===== src/hw/rtl/phdp_divider.sv =====
// ----------------------------------------------------------------------------
// phdp_divider
// Pipelined signed divider, round to nearest, ties away from zero.
// One quotient bit per stage; a new operand pair may enter every cycle.
// ----------------------------------------------------------------------------
module phdp_divider #(
   parameter int NUM_W = 34,
   parameter int DEN_W = 18,
   parameter int TAG_W = 1
) (
   input  logic                    clock,
   input  logic                    reset,
   input  logic                    in_valid,
   input  logic signed [NUM_W-1:0] in_num,
   input  logic signed [DEN_W-1:0] in_den,
   input  logic        [TAG_W-1:0] in_tag,
   output logic                    out_valid,
   output logic signed [NUM_W:0]   out_quo,
   output logic        [TAG_W-1:0] out_tag
);
   // |num| + |den|/2 fits NUM_W+1 bits unsigned
   localparam int QW = NUM_W + 1;
   localparam int DW = DEN_W;

   logic             v_ff   [0:QW];
   logic [QW-1:0]    rem_ff [0:QW];
   logic [QW-1:0]    q_ff   [0:QW];
   logic [DW-1:0]    d_ff   [0:QW];
   logic             neg_ff [0:QW];
   logic             z_ff   [0:QW];
   logic [TAG_W-1:0] tag_ff [0:QW];

   logic [QW-1:0] un;
   logic [DW-1:0] ud;

   always_comb begin
      un = in_num[NUM_W-1] ? QW'(-in_num) : QW'(in_num);
      ud = in_den[DEN_W-1] ? DW'(-in_den) : DW'(in_den);
   end

   always_ff @(posedge clock) begin
      if (reset) begin
         for (int s = 0; s <= QW; s++) begin
            v_ff[s] <= 1'b0;
         end
      end else begin
         v_ff[0] <= in_valid;
         for (int s = 1; s <= QW; s++) begin
            v_ff[s] <= v_ff[s-1];
         end
      end
   end

   always_ff @(posedge clock) begin
      rem_ff[0] <= un + QW'(ud >> 1);
      q_ff[0]   <= '0;
      d_ff[0]   <= ud;
      neg_ff[0] <= in_num[NUM_W-1] ^ in_den[DEN_W-1];
      z_ff[0]   <= (ud == '0);
      tag_ff[0] <= in_tag;
      for (int s = 1; s <= QW; s++) begin
         // restoring step on bit QW-s
         if ((rem_ff[s-1] >> (QW - s)) >= (QW)'(d_ff[s-1])) begin
            rem_ff[s] <= rem_ff[s-1] - ((QW)'(d_ff[s-1]) << (QW - s));
            q_ff[s]   <= q_ff[s-1] | (QW'(1) << (QW - s));
         end else begin
            rem_ff[s] <= rem_ff[s-1];
            q_ff[s]   <= q_ff[s-1];
         end
         d_ff[s]   <= d_ff[s-1];
         neg_ff[s] <= neg_ff[s-1];
         z_ff[s]   <= z_ff[s-1];
         tag_ff[s] <= tag_ff[s-1];
      end
   end

   // quotient magnitude stays below 2^(QW-1), so its top bit is clear
   always_comb begin
      out_valid = v_ff[QW];
      out_tag   = tag_ff[QW];
      if (z_ff[QW]) begin
         out_quo = '0;
      end else if (neg_ff[QW]) begin
         out_quo = -$signed(q_ff[QW]);
      end else begin
         out_quo = $signed(q_ff[QW]);
      end
   end
endmodule


===== config.mk =====
export PLATFORM = sky130hd
export DESIGN_NAME = phdp_divider
export DESIGN_NICKNAME = d
export VERILOG_FILES = /design/src/hw/rtl/phdp_divider.sv
export SDC_FILE = /design/constraint.sdc
export NUM_CORES = 2
export LEC_CHECK = 0
export ABC_AREA = 1
export BUFFER_PORTS_ARGS = -buffer_cell sky130_fd_sc_hd__buf_2
export CAP_MARGIN = 15
export CORE_MARGIN = 10
export CORE_UTILIZATION = 50
export DETAILED_ROUTE_END_ITERATION = 16
export GPL_TIMING_DRIVEN = 0
export PLACE_DENSITY = 0.65
export REMOVE_ABC_BUFFERS = 1
export SLEW_MARGIN = 20
export SYNTH_ARGS = -nofsm -noshare
export SYNTH_HDL_FRONTEND = slang
export SYNTH_SLANG_ARGS = --single-unit

===== constraint.sdc =====
create_clock -name clock -period 3.6 [get_ports clock]
set_clock_uncertainty 0.05 [all_clocks]
set_input_delay 0.18 -clock clock [delete_from_list [all_inputs] [get_ports clock]]
set_output_delay 0.18 -clock clock [all_outputs]
set_load 0.02 [all_outputs]

---- After elaboration in Yosys (flattened, before gate mapping) ----
Memories as Yosys holds them, arrays and structs flattened.
Index checks and enable logic that the tools add are counted.
storage, ports and cells
  register bits ........................... 0
  latch bits .............................. 0
  memory bits (writable) .................. 3312
  memory bits (read-only) ................. 0
  input port bits ......................... 56
  output and inout bits ................... 37
  logic and storage cells ................. 407
  memories ................................ 7
memories
  name         words  width  read ports  clocked after Yosys merged registers in  wr ports  RTL line  RTL
  q_ff         36     35     36          0                                        36        27        logic [QW-1:0] q_ff [0:QW];
  rem_ff       36     35     35          0                                        36        26        logic [QW-1:0] rem_ff [0:QW];
  d_ff         36     18     35          0                                        36        28        logic [DW-1:0] d_ff [0:QW];
  neg_ff       36     1      36          0                                        36        29        logic neg_ff [0:QW];
  tag_ff       36     1      36          0                                        36        31        logic [TAG_W-1:0] tag_ff [0:QW];
  v_ff         36     1      36          0                                        36        25        logic v_ff [0:QW];
  +1 memories  -      -      -           -                                        -         -
operators by class
  add/subtract/negate cells ............... 39
  multiply operators ...................... 0
  div/mod/pow operators ................... 0
  $lt $le $gt $ge ......................... 35
  eq/ne operators ......................... 0
  shift operators ......................... 0
  muxes and demuxes ....................... 218
  bitwise operators ....................... 107
  reductions and logical operators ........ 1
operators by type and width
  kind                                                            number
  35-bit two-way mux                                              73
  35-bit subtractor                                               18
  1-bit two-way mux                                               144
  1-bit bitwise OR                                                106
  35-bit by 17-bit adder with 35-bit output                       1
  35-bit by 18-bit greater-or-equal comparator with 1-bit output  1
  34-bit negation with 35-bit output                              1
  35-bit negation                                                 1
  35-bit by 18-bit subtractor with 35-bit output                  1
  35-bit by 19-bit subtractor with 35-bit output                  1
  35-bit by 20-bit subtractor with 35-bit output                  1
  35-bit by 21-bit subtractor with 35-bit output                  1
  35-bit by 22-bit subtractor with 35-bit output                  1
  35-bit by 23-bit subtractor with 35-bit output                  1
  35-bit by 24-bit subtractor with 35-bit output                  1
  35-bit by 25-bit subtractor with 35-bit output                  1
  35-bit by 26-bit subtractor with 35-bit output                  1
  35-bit by 27-bit subtractor with 35-bit output                  1
  35-bit by 28-bit subtractor with 35-bit output                  1
  35-bit by 29-bit subtractor with 35-bit output                  1
  35-bit by 30-bit subtractor with 35-bit output                  1
  35-bit by 31-bit subtractor with 35-bit output                  1
  35-bit by 32-bit subtractor with 35-bit output                  1
  35-bit by 33-bit subtractor with 35-bit output                  1
  other kinds (39)                                                39

---- Logic depth before layout (Yosys ltp) ----
  depth after elaboration ................. 4
  gate-level depth with buffers ........... 20

---- Worst setup path before layout ----
Ideal clock, no wire load.
  kind .................................... input-to-reg
  start point ............................. in in_num[33]
  end point ............................... mem rem_ff[0][26] in the netlist's numbering
  library setup time ...................... 112 ps
  arrival ................................. 2657 ps
  path slack .............................. 781 ps
  cell stages on the path ................. 18
  buffers on the path ..................... 3
  cell sequence ........................... buf_2 buf_2 inv_1 clkbuf_1 o21ai_0 xor2_1 ha_1 nand2_1 nor2_1 nand2_1 o21ai_0 nand3_1 nand2_1 nand3_1 nand2_2 nand2_1 nand2_1 nand2_1
RTL lines
  what             RTL line  RTL
  start, declared  14        input logic signed [NUM_W-1:0] in_num,
  end, declared    26

==> impl_metrics.csv <==
group,metric,value,unit
run_status,outcome,"finished, final reports clean",
die,start_util,50.2,%
timing,setup_viol,0,
route,ant_nets,0,
worst_hold_path,min-delay-start,"in_num[16]",
setup_path,end_kind,"flop",
place,gp_congestion,0.941,
setup_path,startpoint_type,"flop",
setup_path,required,4.29,ns
pwr,power.density,933,mW/mm^2
pwr,internal_power,64.3,mW
synth,synthTopCellsByArea,"dfxtp_1 (57%), nand2_1 (6.8%), ha_1 (6.8%)",
layout,final_layout_size_suffix_gt1_share,7.21,%
synth,synth-seq-area-share,57.4,%
clocking,numCtsBuffers,277,
setup_path,critPathLaunch,"rem_ff[6][112]",
grt,grt_use_total,20.5,%
synth,netlist_area,0.0917,sq mm
timing,finalHoldViolations,0,
worst_hold_path,hold_class,"in -> reg",
layout,mostFrequentLayoutCell,"dfxtp_1",
pwr,switching_share,34.4,%
die,die_h,448,microns
route,vias,63200,
synth,synth_top_area_cell,"dfxtp_1",
route,drtPass1Iterations,6,
die,die_area,0.201,sq mm
timing,layout_setup_ws,0.109,ns
timing,timing.hold.ws,0.0125,ns
place,place_ws,-0.417,ns
die,row_count,157,
grt,grt_pass1_vias,62600,
pwr,switchingPower,33.7,mW
pwr,leakage,47.4,nW
setup_path,path_max_fanout,20,
setup_path,crit_arrival,4.18,ns
timing,period_needed,3.49,ns
layout,area_growth,14.4,%
setup_path,r2r-start,"rem_ff[6][112]",
place,hpwl,161,mm
pwr,pwr-share-seq,41.4,%
route,wirelength,209,mm
synth,synthCells,9832,
route,vias_per_cell,4.94,
timing,rsz0062_at_grt,"yes",
synth,synth_top_area_share,57.4,%
clocking,cts_tree,"done",
die,die_w,448,microns
synth,synth_edf_count,0,
timing,slew_headroom,34.1,%
synth,ys_warn_count,0,
synth,yosysUniqueCellTypes,75,
synth,avgSynthCellArea,9.33,sq um
layout,nets,10800,
pwr,p_clk_share,28.4,%
grt,grt_max_degree,43,
grt,overflow,0,
clocking,worstSkewPairLatency,0.91,ns
route,wire_per_inst,16.4,microns
pwr,ir_drop,0.000557,V
die,ios,93,
timing,worst_pin_slew,0.979,ns
grt,antenna_found_initial,12,
die,coreArea,0.183,sq mm
clocking,htree_levels,5,
synth,ys_ff_latch,2629,
timing,timing.fmax,286,MHz
route,first_iter_violations,4100,
route,drc,0,
clocking,cts_root_buffer,"clkbuf_16",
job,drv_cap,0,
timing,setup_tns,0,ns
synth,synth-main-ff-cell,"dfxtp_1",
grt,grt_pass1_wl,332,mm
timing,drv_slew,0,
clocking,clock-sinks,2629,
setup_path,crit_type,"reg -> reg",
clocking,clk_path_buf_depth,4,
pwr,combinationalPowerShare,30.2,%
place,io_buffers,92,
clocking,clkTransAtPathRegs,0.06,ns
layout,final_cell_mix,"dfxtp_1 (2,628), nand2_1 (1,652), inv_1 (1,263), nor2_1 (784), a21oi_1 (594)",
synth,postSynth.asyncResetShare,0,%
timing,timing.final.crit_share,97.0,%
[cells in the mapped netlist (all sizes together) (8+ instances only)]
library cell     n
o21a            27
xor2           262
a21oi          610
o21ai          703
o31ai           14
nor3           134
fa              34
a211oi          20
nand4          105
a21o            55
xnor2          226
o2111ai         17
nor4            74
a21boi          20
inv           1280
nor2           816
buf             79
nor3b            8
nand2         1680
nand3b          21
ha             497
o21bai          29
clkbuf          26
dfxtp         2629
o211ai          23
nand3          283
or2             59
a31oi           45
[logic make-up after synthesis]
logic type / after synthesis / share of synthesized area [%]
AO/OA/AOI/OAI: 1592 / 9.70
XOR/XNOR: 488 / 4.66
adder cells (fa/ha/maj): 531 / 7.52
buffers and inverters: 1385 / 5.92
flip-flops: 2629 / 57.4
multiplexers: 1 / 0.0109
other: 1 / 0.00409
AND/OR/NAND/NOR: 3205 / 14.8
[power by group through the flow]
stage	registers, mW	clock network, mW	logic, mW
6_report	40.5	27.8	29.6
5_1_grt	41.2	29.8	33.5
4_1_cts	40.7	28.6	29.5
3_5_place_dp	41.2	0	29.2
3_3_place_gp	41.2	0	29.0
2_1_floorplan	39.0	0	22.1
[metrics by stage]
step           power (mW)  utilization [%]  instances  cell area (sq um)
3_3_place_gp         70.1             51.8      12200              94600
3_5_place_dp         70.4             51.8      12200              94700
2_1_floorplan        61.1                -       9727              91100
6_report             98.0             57.5      12800             105000
5_1_grt               105             57.4      12800             105000
4_1_cts              98.8             57.4      12800             105000
[worst max-delay path: stages (launching register included)]
cell and delay (ns):
dfxtp_1 0.32, inv_1 0.07, ha_1 0.25, fa_1 0.42
o21ai_1 0.29, a21oi_1 0.23, o21ai_1 0.29, nand2_1 0.10
nand3_2 0.31, clkinvlp_4 0.44, o21ai_0 0.53
[sequential cells by signal, summed over array words and instances (netlist names)]
register	cells
z_ff	36
tag_ff	36
neg_ff	36
rem_ff	1225
q_ff	630
v_ff	36
d_ff	630
[metal layers]
metal	GRT usage (%)	vias to the layer above	wire length [microns]
li1	-	32500	-
met4	6.32	0	5410
met3	3.23	332	9900
met1	27.0	29000	96800
met2	34.6	1330	97100
met5	0	-	0
[final timing paths]
kind	depth (start not counted)	slack [ns]	endpoint
max	10	0.11	rem_ff[7][20]
min	4	0.01	rem_ff[0][16]
max reg2reg	10	0.11	rem_ff[7][20]
min reg2reg	0	0.22	rem_ff[0][133]
[layout make-up]
cell class,instances,area [sq um]
timing repair buffer,199,1580
fill,16100,77700
antenna,12,30.0
timing repair inverter,2,15.0
multi-input combinational,5818,33800
clock buffer,370,7900
sequential,2629,52600
clock inverter,99,1150
tap,2385,2980
inverter,1280,4810
[repair_timing]
action	4_1_cts	5_1_grt
hold buffers	102	0
hold endpoints to repair	88	0
pin swaps	4	3
buffers inserted	1	1
cloned	1	1
gates resized for setup	13	34
endpoints found under the setup margin	21	27
Power figures use the tool's default switching activity.
